<file path="src/rtl/core/msf_pkg.sv">
// ----------------------------------------------------------------------------
// msf_pkg
// Shared constants and control type of the median selector.
// ----------------------------------------------------------------------------
`default_nettype none

package msf_pkg;

  localparam int NUM_SAMPLES = 5;
  localparam int COUNT_WIDTH = 3;
  // each cell runs an even and an odd compare layer
  localparam int NUM_CELLS   = (NUM_SAMPLES + 1) / 2;
  // cells plus the output register
  localparam int LATENCY     = NUM_CELLS + 1;

  localparam logic [COUNT_WIDTH-1:0] MAX_COUNT = COUNT_WIDTH'(NUM_SAMPLES);

  typedef struct packed {
    logic                   vld;
    logic                   bias;
    logic [COUNT_WIDTH-1:0] cnt;
  } msf_ctl_t;

endpackage

`default_nettype wire

</file>
<file path="src/rtl/core/median_select_of_five.sv">
// ----------------------------------------------------------------------------
// median_select_of_five
// Order-statistic selector: sorted element at position count/2 of up to
// five samples, unsigned or signed order.
// ----------------------------------------------------------------------------
// Usage:
//   Input: drive in_value_0..4 and in_valid_count and raise start; a transfer
//   happens at every rising edge with start high and busy low. busy is always
//   low, so a new sample set may be given in every cycle.
//   Output: out_valid is high for one cycle with out_median. After the
//   input transfer a sample set passes the three sorter cells and then the
//   output register. Throughput is one result per cycle; the cell row is a pure
//   pipeline, so each cell works on a different sample set.
//   Only the first in_valid_count samples count; counts above five act as
//   five, a count of zero yields zero. Padding entries carry a high flag bit
//   so they sort above every real sample.
//   Config: cfg_we writes cfg_wdata into the signed-compare bit (0 unsigned,
//   1 two's complement). The bit is latched with each transfer, so an item
//   in flight keeps the order it entered with.
//   Reset (rst_n low, synchronous) clears the pipeline valid bits and the
//   signed-compare bit. The receiver cannot stall: each result is offered
//   for exactly one cycle.
// ----------------------------------------------------------------------------
`default_nettype none

module median_select_of_five
  import msf_pkg::*;
#(
  parameter int SAMPLE_WIDTH = 16
) (
  input  wire logic                    clk,
  input  wire logic                    rst_n,
  input  wire logic                    start,
  output logic                         busy,
  input  wire logic [SAMPLE_WIDTH-1:0] in_value_0,
  input  wire logic [SAMPLE_WIDTH-1:0] in_value_1,
  input  wire logic [SAMPLE_WIDTH-1:0] in_value_2,
  input  wire logic [SAMPLE_WIDTH-1:0] in_value_3,
  input  wire logic [SAMPLE_WIDTH-1:0] in_value_4,
  input  wire logic [COUNT_WIDTH-1:0]  in_valid_count,
  input  wire logic                    cfg_we,
  input  wire logic                    cfg_wdata,
  output logic                         out_valid,
  output logic [SAMPLE_WIDTH-1:0]      out_median
);

  logic                                   signed_compare_r;
  logic [NUM_SAMPLES-1:0][SAMPLE_WIDTH-1:0] raw;
  logic [SAMPLE_WIDTH-1:0]                bias_mask;
  logic [COUNT_WIDTH-1:0]                 cnt_clamp;

  // per-cell data: index 0 is the prepared input, index k the output of cell k-1
  msf_ctl_t                               ctl_s  [NUM_CELLS+1];
  logic [NUM_SAMPLES-1:0][SAMPLE_WIDTH:0] keys_s [NUM_CELLS+1];

  logic                                   out_valid_r;
  logic [SAMPLE_WIDTH-1:0]                out_median_r;
  logic [SAMPLE_WIDTH-1:0]                out_median_nxt;
  logic [COUNT_WIDTH-1:0]                 sel_idx;
  logic [SAMPLE_WIDTH-1:0]                last_bias;

  assign busy = 1'b0;

  always_ff @(posedge clk) begin
    if (!rst_n) begin
      signed_compare_r <= 1'b0;
    end else if (cfg_we) begin
      signed_compare_r <= cfg_wdata;
    end
  end

  assign raw = {in_value_4, in_value_3, in_value_2, in_value_1, in_value_0};
  // flipping the sign bit maps signed order onto unsigned order
  assign bias_mask = {signed_compare_r, {(SAMPLE_WIDTH-1){1'b0}}};
  assign cnt_clamp = (in_valid_count > MAX_COUNT) ? MAX_COUNT : in_valid_count;

  always_comb begin
    ctl_s[0].vld  = start & ~busy;
    ctl_s[0].bias = signed_compare_r;
    ctl_s[0].cnt  = cnt_clamp;
    for (int i = 0; i < NUM_SAMPLES; i++) begin
      // flag bit on top pushes unused entries to the end
      keys_s[0][i] = {(COUNT_WIDTH'(i) >= cnt_clamp), raw[i] ^ bias_mask};
    end
  end

  for (genvar k = 0; k < NUM_CELLS; k++) begin : g_cell
    msf_sort_cell #(
      .SAMPLE_WIDTH (SAMPLE_WIDTH)
    ) u_cell (
      .clk    (clk),
      .rst_n  (rst_n),
      .ctl_i  (ctl_s[k]),
      .keys_i (keys_s[k]),
      .ctl_o  (ctl_s[k+1]),
      .keys_o (keys_s[k+1])
    );
  end

  // pick position count/2 and undo the bias
  assign sel_idx   = ctl_s[NUM_CELLS].cnt >> 1;
  assign last_bias = {ctl_s[NUM_CELLS].bias, {(SAMPLE_WIDTH-1){1'b0}}};

  always_comb begin
    if (ctl_s[NUM_CELLS].cnt == '0) begin
      out_median_nxt = '0;
    end else begin
      out_median_nxt = keys_s[NUM_CELLS][sel_idx][SAMPLE_WIDTH-1:0] ^ last_bias;
    end
  end

  always_ff @(posedge clk) begin
    if (!rst_n) begin
      out_valid_r <= 1'b0;
    end else begin
      out_valid_r <= ctl_s[NUM_CELLS].vld;
    end
    out_median_r <= out_median_nxt;
  end

  assign out_valid  = out_valid_r;
  assign out_median = out_median_r;

endmodule

`default_nettype wire

</file>
<file path="src/rtl/core/msf_sort_cell.sv">
// ----------------------------------------------------------------------------
// msf_sort_cell
// One pipeline cell of the odd-even transposition sorter: an even and an odd
// compare-exchange layer, then a register.
// ----------------------------------------------------------------------------
`default_nettype none

module msf_sort_cell
  import msf_pkg::*;
#(
  parameter int SAMPLE_WIDTH = 16
) (
  input  wire logic                                     clk,
  input  wire logic                                     rst_n,
  input  wire msf_ctl_t                                 ctl_i,
  input  wire logic [NUM_SAMPLES-1:0][SAMPLE_WIDTH:0]   keys_i,
  output msf_ctl_t                                      ctl_o,
  output logic      [NUM_SAMPLES-1:0][SAMPLE_WIDTH:0]   keys_o
);

  logic [NUM_SAMPLES-1:0][SAMPLE_WIDTH:0] mid;
  logic [NUM_SAMPLES-1:0][SAMPLE_WIDTH:0] keys_nxt;
  logic [NUM_SAMPLES-1:0][SAMPLE_WIDTH:0] keys_r;
  msf_ctl_t                               ctl_r;

  always_comb begin
    mid = keys_i;
    for (int i = 0; i + 1 < NUM_SAMPLES; i += 2) begin
      if (keys_i[i] > keys_i[i+1]) begin
        mid[i]   = keys_i[i+1];
        mid[i+1] = keys_i[i];
      end
    end
    keys_nxt = mid;
    for (int i = 1; i + 1 < NUM_SAMPLES; i += 2) begin
      if (mid[i] > mid[i+1]) begin
        keys_nxt[i]   = mid[i+1];
        keys_nxt[i+1] = mid[i];
      end
    end
  end

  always_ff @(posedge clk) begin
    if (!rst_n) begin
      ctl_r.vld <= 1'b0;
    end else begin
      ctl_r.vld <= ctl_i.vld;
    end
    ctl_r.bias <= ctl_i.bias;
    ctl_r.cnt  <= ctl_i.cnt;
    keys_r     <= keys_nxt;
  end

  assign ctl_o  = ctl_r;
  assign keys_o = keys_r;

endmodule

`default_nettype wire

</file>
<file path="config.mk">
export PLATFORM = sky130hd
export DESIGN_NAME = median_select_of_five
export DESIGN_NICKNAME = d
export VERILOG_FILES = /design/src/rtl/core/msf_pkg.sv /design/src/rtl/core/median_select_of_five.sv /design/src/rtl/core/msf_sort_cell.sv
export SDC_FILE = /design/constraint.sdc
export NUM_CORES = 1
export LEC_CHECK = 0
export BUFFER_PORTS_ARGS = -buffer_cell sky130_fd_sc_hd__clkbuf_2
export CORE_AREA = 3 3 181 183
export CTS_CLUSTER_DIAMETER = 30
export DETAILED_ROUTE_END_ITERATION = 12
export DIE_AREA = 0 0 184 186
export PLACE_DENSITY = 0.7
export SYNTH_ARGS = -nofsm -noshare
export SYNTH_HDL_FRONTEND = slang
export SYNTH_SLANG_ARGS = --single-unit
</file>
<file path="constraint.sdc">
create_clock -name clk -period 7 [get_ports clk]
set_input_delay 1.4 -clock clk [delete_from_list [all_inputs] [get_ports clk]]
set_output_delay 1.4 -clock clk [all_outputs]
set_load 0.03 [all_outputs]
</file>
# After elaboration in Yosys (flattened, before gate mapping)
# Index checks and enable logic that the tools add are counted.
[word_totals] reg_bits=271 out_inout_bits=18
[op_classes] magnitude_cmp=19 muxes=15 bitwise_logic=6 n_reduce_logical=1
[op_table] cell="$mux 34" count=11
[op_table] cell="$gt 17x17->1" count=12
[op_table] cell="$xor 16x16->16" count=6
[op_table] cell="$bmux 17 s2" count=1
[op_table] cell="$mux 17" count=1
[op_table] cell="$mux 16" count=1
[op_table] cell="$ge 1x3->1 const A" count=2
[op_table] cell="$ge 2x3->1 const A" count=2
[op_table] cell="$lt 2x4->1 const B" count=1
[op_table] cell="$ge 3x3->1 const A" count=1
[op_table] cell="$gt 3x3->1 const B" count=1
[op_table] cell="$logic_not 3->1" count=1
[op_table] cell="$mux 3" count=1

# Logic depth before layout (Yosys ltp)
# Gate-level depths: netlist of the first run.
[depth] word_depth=7 ltp_mapped=22 depth_no_buf=19

# Hierarchy
# Synthesis of the first run repeated with hierarchy kept, for this count alone.
[hier_totals] hier_cells=1863 area_unflattened_um2=18308.8
[modules_own_cells] module="msf_sort_cell (g_cell[0].u_cell ...)" n_inst=2 cells_per_inst=548 area_each_um2=5330.1 seq_area_each_um2=1801.7
[modules_own_cells] module="msf_sort_cell (g_cell[2].u_cell)" n_inst=1 cells_per_inst=688 area_each_um2=6600.1 seq_area_each_um2=1801.7
[modules_own_cells] module="median_select_of_five" n_inst=1 cells_per_inst=79 area_each_um2=1048.5 seq_area_each_um2=360.3

# Worst setup path after synthesis of the first run
# OpenSTA, ideal clock, no wires.
[synth_path] path_kind="input-to-reg" startpoint="input in_valid_count[0]" endpoint="register g_cell[0].u_cell.keys_r, in the netlist g_cell[0].u_cell.keys_o[73]" setup_ns=0.074 arrival_ns=5.370 path_slack_ns=1.555 cell_stages=20 n_path_buf=3 path_cell_list="clkbuf_1 -> a21oi_1 -> ha_1 -> nand3_1 -> nor4_4 -> o31ai_1 -> o211a_1 -> a21oi_4 -> buf_6 -> mux2i_1 -> inv_1 -> ha_1 -> a21o_1 -> a221o_1 -> a221oi_1 -> o21ai_0 -> nand2_1 -> clkbuf_1 -> nand2_1 -> o21ai_0"
[synth_lines] item="from (decl)" line="median_select_of_five.sv:40" text="input wire logic [COUNT_WIDTH-1:0] in_valid_count,"
[synth_lines] item="to (signal assigned)" line="msf_sort_cell.sv:51" text="keys_r <= keys_nxt;"
[synth_lines] item="to (decl)" line="msf_sort_cell.sv:23" text="logic [NUM_SAMPLES-1:0][SAMPLE_WIDTH:0] keys_r;"

==> impl_results.md, run 1 <==
- Status: finished clean
- Mean area per synthesized cell: 9.761 um^2
- Grt total ovfl: 0
- RSZ-0062 raised after global routing: no
- Cells after Synth: roughly 1600
- Number of setup buffers added after CTS: 0
- Fin. max-slew vios: 0
- Layout Utilization: 0.5798
- # rows: 65
- Mean routed wirelength per cell: around 18 um
- # IOs: approximately 110
- Static leakage: around 0.0093 uW
- Port bufs: roughly 100
- Worst r2r path cells: 18
- Pwr dens: just over 600 nW/um^2
- Nature of the critical path startpoint: input pin
- Fmax: 166.3 MHz
- Hold slack final: 0.3261 ns
- Reg area: between 5000 and 6000 um^2
- Ant diodes: 0
- Final instance area: approximately 18000 um^2
- Worst slew pin tran: 1.194 ns
- Crit share post-route: 0.8590
- Die Y: between 150 and 200 um
- Via Count: 11760
- Area grow syn2layout: 16.32%
- Starting density of the core: 0.4984
- CP endpoint kind: flop
- Worst path required time: approximately 7.5 ns
- CP Max Fanout: 34
- Overall global routing resource usage: 0.2298
- Clock root cell: clkbuf_16
- Final hold violation count: 0
- CP Capture Point: g_cell[0].u_cell.keys_o[48]
- Synth Net Count: around 1900
- Routed wire length: 39.51 mm
- Met2 usage in global routing: 0.3959
- Met3 usage: 0.03518
- Die Area: 34220 um^2
- Die X: 184 um
- Number of vias per cell: 5.467
- Core Box Area: roughly 31000 um^2
- Synth Warn #: 0
- Setup TNS Final: 0 ns
- CTS Hold Bufs: 0
- Num CTS Buffers: 49
- CTS tree: built
- Vias in the first global route: between 10000 and 15000
- CP Launch Point: in_valid_count[2]
- R2r endpoint: g_cell[1].u_cell.keys_o[30]
- Clk slew on worst S/H paths: around 0.040 ns
- Sequential share of the synthesized area: 0.3416
- Nets: between 2000 and 2500
- Antenna violation net count after detailed routing: 0
- CTS HTree Levels: 2
- Post-synth ARST share: 0
- Fraction of layout cells with a size suffix above 1: 0.1910
- Initial DRC Count: around 660
- Minimum clock period: about 6 ns
- Final setup fails: 0
- TritonRoute pass-1 iters: 4
- Skew-Pair Late Insertion Delay: about 0.55 ns
- Area post-placement: about 16000 um^2
- Hold Crit Class: flop to flop
- Post-cts gate resize count: 0
- Maximum vdd drop: approximately 0.00047 V
- Maximum capacitance violations: 0
- DRC violations left: 0
- Initial antenna violation count: 0
- Arrival time at the worst endpoint: around 6.5 ns
- Global routing met1 resource utilization: 0.2907
- RR Startpoint: g_cell[0].u_cell.keys_o[31]
- EDFF count, synth: 0
- DP Wirelength: between 30 and 40 mm
- Crit Path Class: input pin to flop
- Busiest grt layer: met2
- Multi-input logic area: approximately 9000 um^2
- Cell Area, Synth: about 16000 um^2
- Max Clock Skew: roughly 0.019 ns
- Slew headroom: 0.2024
- Main synth FF type: dfxtp_1
- Sink Count: 267
- Count of cell types in the netlist: 60
- Setup slack, reg-to-reg: around 1.1 ns
- Fillers: roughly 2700
- Placer Congestion: about 0.93
- CTS Buffer Depth: 3
- Synth Register Bits: 267
- First-pass GRT wire length: 61.67 mm
- Largest net degree at the start of global routing: 63
-- layout by cell type, fill, tap and decap left out, drive strengths merged, types with 11 or more instances in the layout --
cell type / synthesis / routed
a21oi: 109 / 109
ha: 204 / 204
clkbuf: 18 / 161
nand4: 35 / 35
dfxtp: 267 / 267
nand3: 16 / 16
mux2: 112 / 112
clkinv: 0 / 11
nand2: 77 / 77
inv: 231 / 239
nor2: 60 / 60
o21ai: 67 / 67
a21o: 29 / 29
a221oi: 20 / 20
mux2i: 217 / 217
a211oi: 17 / 17
-- metrics by stage --
stage	total power, uW	cells	setup slack (ns)
3_5_place_dp	8813	2062	0.4978
5_1_grt	12150	2151	0.5631
3_3_place_gp	8611	2062	0.7565
6_report	11300	2151	0.9872
4_1_cts	11310	2151	1.040
2_1_floorplan	7413	1603	1.555
-- cell type report --
| cell class | count | share of cell area |
|---|---|---|
| clock buffer | 57 | 0.07239 |
| timing repair buffer | 113 | 0.03300 |
| multi-input combinational | 1049 | 0.5020 |
| tap | 402 | 0.02763 |
| sequential | 267 | 0.2937 |
| clock inverter | 32 | 0.02372 |
| inverter | 231 | 0.04764 |
-- flip-flops by register name (all words and copies together), names as in the netlist --
| register | flops |
|---|---|
| out_median | 16 |
| signed_compare_r | 1 |
| g_cell.u_cell.ctl_o | 15 |
| out_valid | 1 |
| g_cell.u_cell.keys_o | 234 |
-- Yosys cell counts (all sizes together), types with 2 or more instances --
| library cell | number | area share |
|---|---|---|
| a211o | 5 | 0.0028 |
| a211oi | 17 | 0.0082 |
| a21boi | 4 | 0.0029 |
| a21o | 29 | 0.014 |
| a21oi | 109 | 0.036 |
| a221oi | 20 | 0.012 |
| a31oi | 3 | 0.0012 |
| and2 | 5 | 0.0020 |
| and3 | 2 | 0.00080 |
| and4 | 4 | 0.0022 |
| buf | 38 | 0.018 |
| clkbuf | 18 | 0.0043 |
| dfxtp | 267 | 0.34 |
| ha | 204 | 0.16 |
| inv | 231 | 0.055 |
| mux2 | 112 | 0.090 |
| mux2i | 217 | 0.14 |
| nand2 | 77 | 0.019 |
| nand2b | 3 | 0.0012 |
| nand3 | 16 | 0.0051 |
| nand4 | 35 | 0.014 |
| nor2 | 60 | 0.014 |
| nor2b | 10 | 0.0040 |
| nor3 | 8 | 0.0026 |
| nor4 | 6 | 0.0043 |
| o211ai | 2 | 0.0013 |
| o21a | 4 | 0.0024 |
| o21ai | 67 | 0.022 |
| o21bai | 5 | 0.0024 |
| o221ai | 2 | 0.0011 |
| o31ai | 5 | 0.0033 |
| or2 | 4 | 0.0016 |
| xnor2 | 4 | 0.0022 |
| xor2 | 2 | 0.0011 |
-- worst max-delay path, stage by stage --
cell and delay [ns]:
clkbuf_2 0.16, nor2_1 0.21, inv_1 0.12, ha_1 0.31
nand4_1 0.15, nor4_1 0.40, a211oi_1 0.22, a21boi_4 0.73
nor2_1 0.10, a21oi_1 0.31, inv_1 0.08, ha_1 0.32
nand4_1 0.14, nor3_1 0.40, a211oi_1 0.18, nor2_4 0.91
mux2i_1 0.31
-- worst min-delay path by stage --
stage / end / cells after the start / from / slack [ns]
after floorplan: g_cell[1].u_cell.ctl_o[0] / 0 / g_cell[0].u_cell.ctl_o[0] / 0.31
after CTS: g_cell[1].u_cell.ctl_o[2] / 0 / g_cell[0].u_cell.ctl_o[2] / 0.32
after global routing: g_cell[1].u_cell.ctl_o[2] / 0 / g_cell[0].u_cell.ctl_o[2] / 0.33
after global placement: g_cell[1].u_cell.ctl_o[3] / 0 / g_cell[0].u_cell.ctl_o[3] / 0.31
after detailed placement: g_cell[2].u_cell.ctl_o[1] / 0 / g_cell[1].u_cell.ctl_o[1] / 0.31
final: g_cell[1].u_cell.ctl_o[2] / 0 / g_cell[0].u_cell.ctl_o[2] / 0.33
-- layer usage --
metal  vias up  share of wire
met4         0          0.036
met1      5546           0.45
met5         -              0
met3        79          0.050
met2       283           0.47
li1       5851              -
-- kinds of logic after synthesis --
| kind of cell | after synthesis | share of synthesized area |
|---|---|---|
| compound gates | 278 | 0.1123 |
| fa+ha+maj | 204 | 0.1631 |
| mux | 330 | 0.2304 |
| simple gates | 230 | 0.07156 |
| buf+inv | 287 | 0.07740 |
| other cells | 1 | 0.0002397 |
| xor+xnor | 6 | 0.003358 |
| flops | 267 | 0.3416 |
-- power breakdown --
group          switching (uW)  internal (uW)
Clock                     812           1620
Sequential                472           2250
Combinational            3320           2820
Note: power is estimated with default switching activity, not from simulation.
==> run 2, diff against run 1 <==
--- a/config.mk
+++ b/config.mk
@@ -6,11 +6,11 @@
 export NUM_CORES = 1
 export LEC_CHECK = 0
 export BUFFER_PORTS_ARGS = -buffer_cell sky130_fd_sc_hd__clkbuf_2
-export CORE_AREA = 3 3 181 183
+export CORE_AREA = 3 3 166 168
 export CTS_CLUSTER_DIAMETER = 30
 export DETAILED_ROUTE_END_ITERATION = 12
-export DIE_AREA = 0 0 184 186
-export PLACE_DENSITY = 0.7
+export DIE_AREA = 0 0 169 171
+export PLACE_DENSITY = 0.8
 export SYNTH_ARGS = -nofsm -noshare
 export SYNTH_HDL_FRONTEND = slang
 export SYNTH_SLANG_ARGS = --single-unit
==> run 2 against run 1 <==
  * Clock-buffer cell count rose by 2
  * Final cell count fell by 3.0%
  * Clock skew rose by 0.016 ns
  * Register-to-register slack improved by 0.14 ns
  * Global-route usage rose by 4.1 points
  * Cell area fell by 0.29%
==> impl_results.md, run 2 (same netlist as run 1, synthesis figures left out) <==
- Starting density of the core: 0.6005 (+0.1020)
- Fraction of layout cells with a size suffix above 1: 0.1913 (+0.0003530)
- First-pass GRT wire length: 62.43 mm (+1.2%)
- CP endpoint kind: flop
- Die Y: 171 um (-8.1%)
- Critical Path Max Stage Delay: 0.91 ns (about the same)
- Largest register FFs: 234 (unchanged)
- Clk slew on worst S/H paths: 0.05 ns (about the same)
- Crit Path Class: input pin to flop
- Grt total ovfl: 0 (unchanged)
- Skew-Pair Late Insertion Delay: 0.56 ns (about the same)
- Worst path cell trace: clkbuf_2 -> nor2_1 -> inv_1 -> ha_1 -> nand4_1 -> nor4_1 -> a211oi_1 -> a21boi_4 -> buf_4 -> nor2_1 -> a21oi_1 -> inv_1 -> ha_1 -> nand2_1 -> nor3_1 -> a211oi_1 -> nor2_4 -> nand2_1 -> o21ai_0
- Num CTS Buffers: 48 (-2.0%)
- Hold Crit Class: flop to flop
- Routed wire length: 39.64 mm (+0.34%)
- CTS tree: built
- Initial DRC Count: 803 (+22%)
- Number of setup buffers added after CTS: 0 (unchanged)
- Sink Count: 267 (unchanged)
- Clock root cell: clkbuf_16
- Antenna violation net count after detailed routing: 0 (unchanged)
- Arrival time at the worst endpoint: 6.74 ns (+0.27 ns)
- Minimum clock period: 6.291 ns (+0.2779 ns)
- Die Area: 28900 um^2 (-16%)
- Vias in the first global route: 11970 (+1.5%)
- Placer Congestion: 0.9436 (+1.5%)
- Setup slack, reg-to-reg: 1.20 ns (+0.14 ns)
- Core Box Area: 26060 um^2 (-17%)
- Cell family contributing the most delay on the critical path: simple AND/OR/NAND/NOR gates
- Worst Hold End: g_cell[1].u_cell.ctl_o[0]
- Nets: 2005 (+0.10%)
- CTS Hold Bufs: 0 (unchanged)
- Worst r2r path cells: 18 (unchanged)
- DRC violations left: 0 (unchanged)
- Most frequent cells in the layout: dfxtp_1 (267), inv_1 (231), mux2i_1 (217)
- Setup TNS Final: 0 ns (unchanged)
- Final hold violation count: 0 (unchanged)
- Fin. max-slew vios: 0 (unchanged)
- RSZ-0062 raised after global routing: no
- Worst path required time: 7.45 ns (about the same)
- TritonRoute pass-1 iters: 5 (+1)
- Overall global routing resource usage: 0.2709 (+0.04109)
- Commonest non-fill, non-tap cell in the layout: dfxtp_1
- Number of vias per cell: 5.733 (+4.9%)
- Crit path buffers/inverters: 4 (+1)
- CTS Buffer Depth: 3 (unchanged)
- Ant diodes: 0 (unchanged)
- Max Clock Skew: 0.03518 ns (+0.01593 ns)
- Maximum capacitance violations: 0 (unchanged)
- CTS HTree Levels: 2 (unchanged)
- Area grow syn2layout: 15.98%
- Crit share post-route: 0.8987 (+0.03970)
- Post-cts gate resize count: 0 (unchanged)
- Min-delay src: g_cell[0].u_cell.ctl_o[0]
- # rows: 59 (-9.2%)
- Initial antenna violation count: 1 (+1)
- Largest net degree at the start of global routing: 63 (unchanged)
- Via Count: 11960 (+1.7%)
- Worst slew pin tran: 1.153 ns (-0.04060 ns)
- WHS Path Cells: 0 (unchanged)
- Final setup fails: 0 (unchanged)
- CP max-delay cell: nor2_4
- Status: finished clean
- Port bufs: 104 (unchanged)
- Die X: 169 um (-8.2%)
- RR Startpoint: signed_compare_r
- R2r endpoint: g_cell[0].u_cell.keys_o[49]
- Fmax: 159.0 MHz (-4.4%)
- CP Max Fanout: 33 (-2.9%)
- # IOs: 106 (unchanged)
- Mean routed wirelength per cell: 19.00 um (+3.5%)
- DP Wirelength: 31.17 mm (-2.2%)
- Slew headroom: 0.2293 (+0.02688)
- Nature of the critical path startpoint: input pin
-- run 2: cell count changes in the layout (fill, tap and decap cells not counted), moves of 2 or more --
cell	before	now
clkbuf_16	50	48
clkinv_4	5	2
buf_4	8	12
bufinv_16	7	9
inv_6	5	8
clkinv_2	5	2
clkbuf_8	4	7
-- run 2: worst register-to-register path: stages, from the launching register on --
cell      delay [ns]
dfxtp_1         0.71
xnor2_1         0.21
inv_1           0.09
ha_1            0.30
nand4_1         0.16
nor4_1          0.49
a211oi_1        0.25
a21boi_4        0.65
buf_4           0.28
nor2_1          0.05
a21oi_1         0.25
inv_1           0.09
ha_1            0.31
nand2_1         0.08
nor3_1          0.36
a211oi_1        0.18
nor2_4          0.91
nand2_1         0.21
o21ai_0         0.12
-- run 2: how the worst max path moves through the flow --
| stage | start | end | depth (start not counted) |
|---|---|---|---|
| after global routing | in_valid_count[2] | g_cell[0].u_cell.keys_o[28] | 18 |
| after CTS | in_valid_count[2] | g_cell[0].u_cell.keys_o[49] | 19 |
| after detailed placement | in_valid_count[2] | g_cell[0].u_cell.keys_o[36] | 18 |
| final | in_valid_count[2] | g_cell[0].u_cell.keys_o[49] | 19 |
| after global placement | in_valid_count[2] | g_cell[0].u_cell.keys_o[49] | 19 |
| after floorplan | in_valid_count[0] | g_cell[0].u_cell.keys_o[73] | 20 |
-- run 2: layout make-up --
cell class	count	area [um^2]
multi-input combinational	1049	9136
fill	1942	7910
sequential	267	5345
clock buffer	59	1313
inverter	231	867.1
timing repair buffer	116	610.6
clock inverter	29	457.9
tap	335	419.2
-- run 2: routing by layer --
layer	vias up	track usage	routed length [um]
li1	5845	-	-
met1	5665	0.3431	17340
met2	367	0.4693	18670
met3	83	0.03928	2193
met4	0	0.1048	1444
met5	-	0	0
-- run 2: through the flow --
stage | util | cell area [um^2] | std cells | setup WS [ns] | hold slack (ns)
6_report | 0.6965 | 18150 | 2086 | 0.7093 | 0.3245
4_1_cts | 0.6965 | 18150 | 2086 | 0.8473 | 0.3256
5_1_grt | 0.6965 | 18150 | 2086 | 0.4251 | 0.3280
3_5_place_dp | 0.6285 | 16380 | 1998 | 0.3830 | 0.3147
3_3_place_gp | 0.6285 | 16380 | 1998 | 0.5122 | 0.3117
2_1_floorplan | - | 15650 | 1603 | 1.555 | 0.3096
Power of run 2 is not shown: default switching activity piles up to over one toggle a cycle in this logic, so the estimate is an artifact.
==> run 3, diff against run 2 <==
--- a/config.mk
+++ b/config.mk
@@ -6,11 +6,13 @@
 export NUM_CORES = 1
 export LEC_CHECK = 0
 export BUFFER_PORTS_ARGS = -buffer_cell sky130_fd_sc_hd__clkbuf_2
-export CORE_AREA = 3 3 166 168
+export CELL_PAD_IN_SITES_DETAIL_PLACEMENT = 1
+export CELL_PAD_IN_SITES_GLOBAL_PLACEMENT = 1
+export CORE_AREA = 3 3 185 187
 export CTS_CLUSTER_DIAMETER = 30
 export DETAILED_ROUTE_END_ITERATION = 12
-export DIE_AREA = 0 0 169 171
-export PLACE_DENSITY = 0.8
+export DIE_AREA = 0 0 188 190
+export PLACE_DENSITY = 0.82
 export SYNTH_ARGS = -nofsm -noshare
 export SYNTH_HDL_FRONTEND = slang
 export SYNTH_SLANG_ARGS = --single-unit
==> constraint.sdc (replaced) <==
create_clock -name clk -period 5.9 [get_ports clk]
set_input_delay 1.18 -clock clk [delete_from_list [all_inputs] [get_ports clk]]
set_output_delay 1.18 -clock clk [all_outputs]
set_load 0.03 [all_outputs]
==> run 3 against run 2 <==
  * Die area increased by 24%
  * Non-clock buffer count increased by 17
  * Worst setup slack got worse by 0.20 ns
  * Register-to-register slack got worse by 0.69 ns
  * Clock skew decreased by 0.0039 ns
  * Flip-flop and latch count unchanged
  * Cell area increased by 2.2%
==> impl_results.md, run 3 (same netlist as run 1, synthesis figures left out) <==
- Status: finished clean
- Post-route insts no fill: 2218 (+6.3%)
- DP Wirelength: 36.72 mm (+18%)
- Slew headroom: 0.2723 (+0.04296)
- Commonest non-fill, non-tap cell in the layout: dfxtp_1
- Setup TNS Final: 0 ns (unchanged)
- Setup ws final: 0.5113 ns (-0.1979 ns)
- Largest register FFs: 234 (unchanged)
- Maximum capacitance violations: 0 (unchanged)
- Final hold violation count: 0 (unchanged)
- Area grow syn2layout: 18.51%
- Dpl ws: 0.02825 ns (-0.3548 ns)
- Hold Crit Class: flop to flop
- Core Box Area: 32620 um^2 (+25%)
- Grt total ovfl: 0 (unchanged)
- Min-delay src: g_cell[1].u_cell.ctl_o[2]
- CTS tree: built
- TritonRoute pass-1 iters: 4 (-1)
- Via Count: 12480 (+4.3%)
- Ant diodes: 0 (unchanged)
- Starting density of the core: 0.4797 (-0.1208)
- Initial DRC Count: 646 (-20%)
- Nature of the critical path startpoint: flop
- Overall global routing resource usage: 0.2749 (+0.003997)
- CTS HTree Levels: 2 (unchanged)
- Mean routed wirelength per cell: 22.27 um (+17%)
- Most frequent cells in the layout: dfxtp_1 (267), inv_1 (231), mux2i_1 (217)
- Reg area: 5345 um^2 (unchanged)
- Initial antenna violation count: 0 (-1)
- Hold slack final: 0.3273 ns (+0.002829 ns)
- CTS Buffer Depth: 3 (unchanged)
- Die Area: 35720 um^2 (+24%)
- Placer Congestion: 0.9723 (+3.0%)
- Max Clock Skew: 0.03124 ns (-0.003947 ns)
- Antenna violation net count after detailed routing: 0 (unchanged)
- Arrival time at the worst endpoint: 5.85 ns (-0.89 ns)
- Nets: 2026 (+1.0%)
- CP Max Fanout: 32 (-3.0%)
- RSZ-0062 raised after global routing: no
- CP Launch Point: g_cell[1].u_cell.keys_o[29]
- Port bufs: 104 (unchanged)
- # IOs: 106 (unchanged)
- Skew-Pair Late Insertion Delay: 0.56 ns (about the same)
- Vias in the first global route: 13880 (+16%)
- Largest net degree at the start of global routing: 63 (unchanged)
- Final setup fails: 0 (unchanged)
- Die X: 188 um (+11%)
- Minimum clock period: 5.389 ns
- Crit Path Class: flop to flop
- # rows: 66 (+12%)
- Clock root cell: clkbuf_16
- First-pass GRT wire length: 77.24 mm (+24%)
- Number of setup buffers added after CTS: 0 (unchanged)
- RR Startpoint: g_cell[1].u_cell.keys_o[29]
- Fillers: 3602 (+85%)
- Number of vias per cell: 5.625 (-1.9%)
- DRC violations left: 0 (unchanged)
- Worst slew pin tran: 1.090 ns (-0.06287 ns)
- Worst path required time: 6.36 ns (-1.09 ns)
- Routed wire length: 49.40 mm (+25%)
- CP endpoint kind: flop
- Multi-input logic area: 9143 um^2 (about the same)
- CTS Hold Bufs: 0 (unchanged)
- Fmax: 185.6 MHz
- Fraction of layout cells with a size suffix above 1: 0.2021 (+0.01082)
- Sink Count: 267 (unchanged)
- Die Y: 190 um (+11%)
- Post-cts gate resize count: 0 (unchanged)
- Fin. max-slew vios: 0 (unchanged)
- Crit share post-route: 0.9133
- Clk slew on worst S/H paths: 0.05 ns (about the same)
- Placed insts: 2122 (+6.2%)
- Num CTS Buffers: 51 (+6.3%)
[run 3: area by class of cell]
class                           instances  area share
Clock buffer                           59     0.07267
Clock inverter                         36     0.02699
Inverter                              231     0.04676
Multi-Input combinational cell       1050      0.4930
Sequential cell                       267      0.2882
Tap cell                              442     0.02982
Timing Repair Buffer                  133     0.04251
[run 3: critical path, cell delays in order, from the launching register on]
cell and delay (ns):
dfxtp_1 0.36, inv_1 0.08, ha_1 0.32, a21oi_1 0.19, o21ai_0 0.15, a221oi_1 0.49
o31ai_1 0.22, nand2_1 0.57, buf_4 0.34, mux2i_1 0.37, inv_1 0.09, ha_1 0.32
nor2b_1 0.13, o21ai_0 0.15, nand2b_1 0.08, a211oi_1 0.36, o31ai_1 0.18, o21ai_4 0.15
buf_4 0.49, mux2i_1 0.27
[run 3: per-stage QoR]
stage | cell area (um^2) | utilization
CTS | 18540 | 0.5683
global route | 18540 | 0.5685
global placement | 16690 | 0.5117
floorplan | 15650 | -
detailed placement | 16690 | 0.5117
finish | 18540 | 0.5685
[run 3: final timing paths]
path	endpoint	slack [ns]	depth (start not counted)
hold / removal	g_cell[2].u_cell.ctl_o[2]	0.33	0
setup / recovery	g_cell[2].u_cell.keys_o[25]	0.51	19
setup reg to reg	g_cell[2].u_cell.keys_o[25]	0.51	19
hold reg to reg	g_cell[2].u_cell.ctl_o[2]	0.33	0
[run 3: layer usage]
metal,up-vias,global-route usage,share of wire
li1,5895,-,-
met1,6158,0.3267,0.42
met2,295,0.4938,0.49
met3,128,0.03648,0.036
met4,0,0.1255,0.049
met5,-,0,0
Power of run 3 is left out for the same reason.
